==> src/hdl/fmps_pkg.sv <==
// Shared types, constants and reciprocal tables for the Fourier mode phase shifter.
package fmps_pkg;

	// Mode pair range; pairs at or beyond it pass unchanged
	localparam int MODE_PAIRS = 256;

	// Polynomial term counts for the sine and cosine series
	localparam int SIN_TERMS = 5;
	localparam int COS_TERMS = 6;

	// Pipeline depth: front end, two stages per cell, rotator
	localparam int FRONT_STAGES = 3;
	localparam int ROT_STAGES = 5;
	localparam int LATENCY = FRONT_STAGES + 2 * COS_TERMS + ROT_STAGES;

	// Fixed-point constants
	localparam logic [31:0] PI_Q30 = 32'd3373259426;
	localparam logic [32:0] ONE_Q32 = 33'h1_0000_0000;
	localparam logic [29:0] OCT_SPAN = 30'h2000_0000;
	localparam logic [61:0] TH_HALF = 62'h1000_0000;

	// Configuration register indexes
	localparam logic [0:0] REG_SHIFT_FRACTION = 1'b0;
	localparam logic [0:0] REG_ZERO_MODE_COMPLEX = 1'b1;

	// Quadrant codes of the phase
	localparam logic [1:0] QUAD_0 = 2'd0;
	localparam logic [1:0] QUAD_1 = 2'd1;
	localparam logic [1:0] QUAD_2 = 2'd2;
	localparam logic [1:0] QUAD_3 = 2'd3;

	// Exact floor division by a small constant: q = (p * rcp) >> sh
	typedef struct packed {
		logic [33:0] rcp;
		logic [5:0]  sh;
	} recip_t;

	// rcp = ceil(2^sh / d), sh = 32 + ceil(log2 d)
	localparam recip_t SIN_K [SIN_TERMS] = '{
		'{34'(((66'd1 << 39) + 66'd109) / 66'd110), 6'd39},
		'{34'(((66'd1 << 39) + 66'd71) / 66'd72), 6'd39},
		'{34'(((66'd1 << 38) + 66'd41) / 66'd42), 6'd38},
		'{34'(((66'd1 << 37) + 66'd19) / 66'd20), 6'd37},
		'{34'(((66'd1 << 35) + 66'd5) / 66'd6), 6'd35}
	};

	localparam recip_t COS_K [COS_TERMS] = '{
		'{34'(((66'd1 << 40) + 66'd131) / 66'd132), 6'd40},
		'{34'(((66'd1 << 39) + 66'd89) / 66'd90), 6'd39},
		'{34'(((66'd1 << 38) + 66'd55) / 66'd56), 6'd38},
		'{34'(((66'd1 << 37) + 66'd29) / 66'd30), 6'd37},
		'{34'(((66'd1 << 36) + 66'd11) / 66'd12), 6'd36},
		'{34'(((66'd1 << 33) + 66'd1) / 66'd2), 6'd33}
	};

	// Per-word side data carried down the pipeline
	typedef struct packed {
		logic               bypass;
		logic               odd;
		logic [1:0]         quad;
		logic signed [31:0] re;
		logic signed [31:0] im;
	} side_t;

	// Word handed from cell to cell
	typedef struct packed {
		logic [31:0] th;
		logic [31:0] t;
		logic [32:0] u_sin;
		logic [32:0] u_cos;
		side_t       side;
	} cell_t;

endpackage

==> src/hdl/fmps_front.sv <==
// Front end: phase from mode pair and shift, octant fold, angle and its square.
module fmps_front (
	input  logic                clk,
	input  logic                arst_n,
	input  logic                in_valid,
	input  logic [7:0]          mode_pair,
	input  logic signed [31:0]  real_in,
	input  logic signed [31:0]  imag_in,
	input  logic [31:0]         shift_fraction,
	input  logic                zero_mode_complex,
	output logic                out_valid,
	output fmps_pkg::cell_t     out_data
);

	logic [8:0]      mult;
	logic [40:0]     mprod;
	logic [31:0]     phase;
	fmps_pkg::side_t side;
	logic            valid_s1, valid_s2, valid_s3;
	logic [28:0]     r_s1;
	fmps_pkg::side_t side_s1, side_s2, side_s3;
	logic [29:0]     rr;
	logic [61:0]     th_prod, th_sum;
	logic [31:0]     th_s2, th_s3;
	logic [63:0]     sq_prod;
	logic [31:0]     t_s3;

	// Stage 1: multiplier and phase modulo one turn
	always_comb begin
		mult  = 9'(mode_pair) + 9'(zero_mode_complex);
		mprod = mult * shift_fraction;
		phase = mprod[31:0];
		side.bypass = (!zero_mode_complex && mode_pair == 8'd0) ||
			(32'(mode_pair) >= fmps_pkg::MODE_PAIRS);
		side.odd  = phase[29];
		side.quad = phase[31:30];
		side.re   = real_in;
		side.im   = imag_in;
	end

	always_ff @(posedge clk or negedge arst_n) begin
		if (!arst_n) begin
			valid_s1 <= 1'b0;
			valid_s2 <= 1'b0;
			valid_s3 <= 1'b0;
		end else begin
			valid_s1 <= in_valid;
			valid_s2 <= valid_s1;
			valid_s3 <= valid_s2;
		end
	end

	always_ff @(posedge clk) begin
		r_s1    <= phase[28:0];
		side_s1 <= side;
	end

	// Stage 2: fold odd octants, angle in Q32 radians
	always_comb begin
		rr = side_s1.odd ? fmps_pkg::OCT_SPAN - {1'b0, r_s1} : {1'b0, r_s1};
		th_prod = rr * fmps_pkg::PI_Q30;
		th_sum  = th_prod + fmps_pkg::TH_HALF;
	end

	always_ff @(posedge clk) begin
		th_s2   <= th_sum[60:29];
		side_s2 <= side_s1;
	end

	// Stage 3: square of the angle
	assign sq_prod = th_s2 * th_s2;

	always_ff @(posedge clk) begin
		t_s3    <= sq_prod[63:32];
		th_s3   <= th_s2;
		side_s3 <= side_s2;
	end

	always_comb begin
		out_data.th    = th_s3;
		out_data.t     = t_s3;
		out_data.u_sin = fmps_pkg::ONE_Q32;
		out_data.u_cos = fmps_pkg::ONE_Q32;
		out_data.side  = side_s3;
	end

	assign out_valid = valid_s3;

endmodule

==> config.mk <==
export PLATFORM = sky130hd
export DESIGN_NAME = fmps_front
export DESIGN_NICKNAME = d
export VERILOG_FILES = /design/src/hdl/fmps_pkg.sv /design/src/hdl/fmps_front.sv
export SDC_FILE = /design/constraint.sdc
export NUM_CORES = 2
export LEC_CHECK = 0
export ABC_AREA = 1
export ABC_CLOCK_PERIOD_IN_PS = 21500
export BUFFER_PORTS_ARGS = -buffer_cell sky130_fd_sc_hd__buf_2
export CAP_MARGIN = 40
export CORE_MARGIN = 5
export CORE_UTILIZATION = 35
export DETAILED_ROUTE_END_ITERATION = 12
export PLACE_DENSITY_LB_ADDON = 0.3
export SLEW_MARGIN = 25
export SYNTH_ARGS = -nofsm -noshare
export SYNTH_HDL_FRONTEND = slang
export SYNTH_SLANG_ARGS = --single-unit
export TNS_END_PERCENT = 30
==> constraint.sdc <==
create_clock -name clk -period 21.5 [get_ports clk]
set_input_delay 2.15 -clock clk [delete_from_list [all_inputs] [get_ports clk]]
set_output_delay 2.15 -clock clk [all_outputs]
set_load 0.005 [all_outputs]
Yosys cells after proc, flatten, opt, wreduce, memory -nomap -nowiden
Cells that the tools add are included.
Storage, ports and cells
  register bits after elaboration: 332
  bits of input ports: 108
  output and inout port bits: 199
  word-level logic and storage cells: 32
Cells by class
  $add $sub $neg: 3
  multiply operators: 3
  mux-type cells: 1
  reductions and logical operators: 3
Operator list (number)
  multiplier 32 x 32 -> 64 bit: 1
  adder 61 x 29 -> 61 bit, second input constant: 1
  multiplier 30 x 31 -> 60 bit, second input constant: 1
  multiplier 9 x 32 -> 32 bit: 1
  2-to-1 mux 30 bit: 1
  subtractor 30 x 29 -> 30 bit, first input constant: 1
  adder 8 x 1 -> 9 bit: 1
  zero test 8 bit: 1
  logical AND 1 bit: 1
  zero test 1 bit: 1

Logic depth before layout (Yosys ltp)
  word-level depth: 4
  mapped depth: 48
  gate-level depth less buffers: 48

Worst setup path before layout
Ideal clock, no wire load.
  path type: flip-flop to flip-flop
  start: register r_s1[0]
  end: register th_s2[30]
  setup time: 0.112 ns
  arrival: 8.146 ns
  data required time: 21.388 ns
  slack: 13.242 ns
  cell stages (with the launch flop): 43
  path buffers: 0
  clock period less this slack: 8.258 ns
  cells stage by stage: dfxtp_1 -> inv_1 -> ha_1 -> nand3_1 -> nor2_1 -> nand2_1 -> nor3_1 -> nand3_1 -> nand2_1 -> xor2_1 -> inv_1 -> xor2_1 -> inv_1 -> ha_1 -> o21bai_2 -> fa_1 -> fa_1 -> inv_1 -> (+7 left out) -> inv_1 -> ha_1 -> nand2_2 -> inv_2 -> a21oi_2 -> nor2_1 -> nor2_1 -> nand2_1 -> inv_2 -> nand3_1 -> nand2_2 -> nand2_1 -> nor2_1 -> nand4_1 -> nor2_4 -> nand2_1 -> nand2_1 -> nand2_1
On the way
  cells in the longest elaborated chain, start to end: 4
Ends and longest elaborated chain
  from (decl): RTL line fmps_front.sv:20  | logic [28:0] r_s1;
  from (signal assigned): RTL line fmps_front.sv:54  | r_s1 <= phase[28:0];
  subtractor 30 x 29 -> 30 bit: RTL line fmps_front.sv:60  | rr = side_s1.odd ? fmps_pkg::OCT_SPAN - {1'b0, r_s1} : {1'b0, r_s1};
  2-to-1 mux 30 bit (*): RTL line fmps_front.sv:60
  multiplier 30 x 31 -> 60 bit (*): RTL line fmps_front.sv:61  | th_prod = rr * fmps_pkg::PI_Q30;
  adder 61 x 29 -> 61 bit (*): RTL line fmps_front.sv:62  | th_sum = th_prod + fmps_pkg::TH_HALF;
  net th_sum[59]: RTL line fmps_front.sv:23  | logic [61:0] th_prod, th_sum;
  to (signal assigned): RTL line fmps_front.sv:66  | th_s2 <= th_sum[60:29];
  to (decl): RTL line fmps_front.sv:24  | logic [31:0] th_s2, th_s3;
The timed path passes the listed nets; every way through them passes the cells marked *.

Final worst setup path
  start: register r_s1[0]
  end: register th_s2[27]
Same word-level chain as after synthesis.

==> results.py <==
metrics = {
    "timing": {
        "tightest_slew_ns": 0.8591,
        "finalHoldViolCount": 0,
        "setup_ws_ns": 11.81,
        "rsz0062_at_grt": "false",
        "slew-limit-headroom_pct": 42.72,
        "min_period_over_period_pct": 45.05,
        "max_clock_freq_mhz": 103.2,
        "fin_crit_ns": 9.686,
        "finClkSkew_ns": 0.04847,
        "maxSlewViolCount": 0,
        "setup_viol": 0,
        "fin_tns_setup_ns": 0,
    },
    "grt": {
        "grt_use_total_pct": 19.39,
        "grt-busiest-layer": "met2",
        "grt_max_degree": 36,
        "use_met3_pct": 3.146,
        "use_met2_pct": 34.15,
        "overflow": 0,
        "antenna_found_initial": 4,
        "grtUsageMet1_pct": 24.71,
        "grt_pass1_wl_um": 281500,
        "grt_pass1_vias": 49540,
    },
    "routing": {
        "avgViaCountPerCell": 4.563,
        "wl_per_cell_um": 17.87,
        "via_count": 45240,
        "drc": 0,
        "drt_iter0_drc": 2550,
        "antenna_left": 0,
        "drt-total-wl_um": 177200,
        "first_pass_iters": 10,
    },
    "layout": {
        "layout_commonest_cell": "inv_1",
        "areaGrowthSynthToFinish_pct": 8.491,
        "finalNetCount": 9602,
        "nFillCells": 18210,
        "mostFrequentLayoutCells": "inv_1 (2212), nand2_1 (1402), fa_1 (1306)",
        "drive_above_1_share_pct": 6.783,
    },
    "placed_design": {
        "dp_slack_ns": 11.89,
        "port-buffer-count": 240,
        "hpwl_um": 153400,
        "gp_congestion": 0.9577,
    },
    "synthesis": {
        "synth_top_area_share_pct": 41.92,
        "synth_edf_count": 0,
        "synth_cell_types": 57,
        "synth_seq_area_share_pct": 10.68,
        "syn_inst": 7303,
        "async_reset_ff_share_pct": 0.9036,
        "yosys-top-cells-area": "fa_1 (42%), ha_1 (13%), inv_1 (13%)",
        "yosysWarnings": 0,
        "synthFlopType": "dfxtp_1",
        "syn-cell-area_um2": 62370,
        "synth_seq_cells": 332,
        "synth_top_cell_by_area": "fa_1",
        "avgSynthCellArea_um2": 8.541,
    },
    "setup_path": {
        "critPathMaxStageDelay_ns": 0.56,
        "start_kind": "flip-flop",
        "cp.arrival_ns": 10.18,
        "path_max_fanout": 8,
        "worstSetupEndpointType": "flip-flop",
        "critPathKind": "reg -> reg",
        "worstPathRequired_ns": 21.99,
        "critPathSlowestCell": "fa_1",
    },
    "clock_tree": {
        "cts_made_buffers": 39,
        "cts_buffer_depth": 3,
        "cts_tree": "yes",
        "clock-sinks": 332,
        "worst_skew_pair.late_latency_ns": 0.64,
        "cts.htree.levels": 2,
        "cts_setup_buffers": 0,
        "cts-root-buf": "clkbuf_16",
        "post_cts_hold_buffer_count": 0,
        "cts_resized": 0,
        "clkTransAtPathRegs_ns": 0.06,
    },
    "floorplanning": {
        "rows": 155,
        "pin_count": 307,
        "chipWidth_um": 432.2,
        "core-area_um2": 177800,
        "die_area_um2": 186800,
        "die_h_um": 432.2,
        "start_util_pct": 35.07,
    },
    "run": {
        "maxCapViolations": 0,
    },
    "run_status": {
        "outcome": "complete, no violations",
    },
    "min_path": {
        "hold_class": "reg -> reg",
    },
}
worst max-delay path, delay by kind of cell, from the launching register on:
family	cells	cell delay (ns)
xor+xnor	2	0.43
compound gates	2	0.53
buf+inv	9	1.06
flops	1	0.38
fa+ha+maj	10	4.36
simple gates	20	2.77
sequential cells by signal, summed over array words and instances, names as in the netlist:
| register | cells |
|---|---|
| out_data | 68 |
| out_valid | 1 |
| side_s1 | 68 |
| side_s2 | 68 |
| t_s3 | 32 |
| th_s2 | 32 |
| valid_s2 | 1 |
| valid_s1 | 1 |
| th_s3 | 32 |
| r_s1 | 29 |
final cells by class:
type                    instances  area, µm²  share of cell area (%)
multi-input cells            4596      46560                   68.81
inverters                    2245       8427                   12.45
flip-flops and latches        332       6665                   9.849
well taps                    2355       2947                   4.354
repair buffers                303       1687                   2.492
clock buffers                  44       1045                   1.544
clock inverters                28      302.8                  0.4475
diodes                         13      32.53                 0.04807
cells by family (layout without fill, tap and decap cells):
logic type | Yosys count | count (layout) | synth area share [%]
compound gates | 350 | 350 | 3.173
xor+xnor | 146 | 146 | 2.074
fa+ha+maj | 1977 | 1977 | 55.38
buf+inv | 2439 | 2620 | 15.07
flops | 332 | 332 | 10.68
other cells | 2 | 79 | 0.01204
simple gates | 2057 | 2057 | 13.61
synth_stat cells (3+ instances only):
cell         n
inv_1     2212
nand2_1   1402
fa_1      1306
ha_1       671
nor2_1     333
dfxtp_1    329
a21oi_1    169
nand3_1    135
clkbuf_1   126
xor2_1      99
o21ai_0     91
buf_4       66
nand4_1     45
xnor2_1     45
nor2_2      30
inv_2       27
nand2_2     26
a21o_1      23
nor3_1      21
a31oi_1     19
nor4_1      13
nor2_4      12
o21bai_1    12
or2_2       12
clkinv_1     6
nor3_2       6
nand3b_1     5
a21boi_0     4
and3_1       4
nand2_4      4
o211ai_1     4
o21a_1       4
o21ai_1      4
a211oi_1     3
a21oi_2      3
dfrtp_1      3
layer usage:
metal	up-vias	wire [µm]
met4	0	5018
met5	-	0
li1	21350	-
met1	22560	75160
met2	1097	87680
met3	236	9366
stage by stage:
step	utilization, %	instances	instance area, µm²	hold WS [ns]
2_1_floorplan	-	7367	62610	0.3096
3_5_place_dp	37.27	9829	66280	0.3121
5_1_grt	38.05	9915	67670	0.2929
3_3_place_gp	37.24	9825	66230	0.3097
6_report	38.05	9916	67670	0.2847
4_1_cts	38.03	9901	67620	0.2604
final timing paths:
| kind | end | slack (ns) | cells after the start | from |
|---|---|---|---|---|
| setup / recovery | th_s2[27]$_DFF_P_ | 11.81 | 43 | r_s1[0]$_DFF_P_ |
| hold / removal | side_s2[36]$_DFF_P_ | 0.28 | 0 | side_s1[36]$_DFF_P_ |
| setup reg to reg | th_s2[27]$_DFF_P_ | 11.81 | 43 | r_s1[0]$_DFF_P_ |
| hold reg to reg | side_s2[36]$_DFF_P_ | 0.28 | 0 | side_s1[36]$_DFF_P_ |
| max in group asynchronous | out_valid$_DFF_PN0_ | 20.07 | 1 | arst_n |
| min in group asynchronous | valid_s1$_DFF_PN0_ | 1.32 | 1 | arst_n |
Power is not shown: default switching activity piles up to over one toggle a cycle in this logic, so the estimate is an artifact.
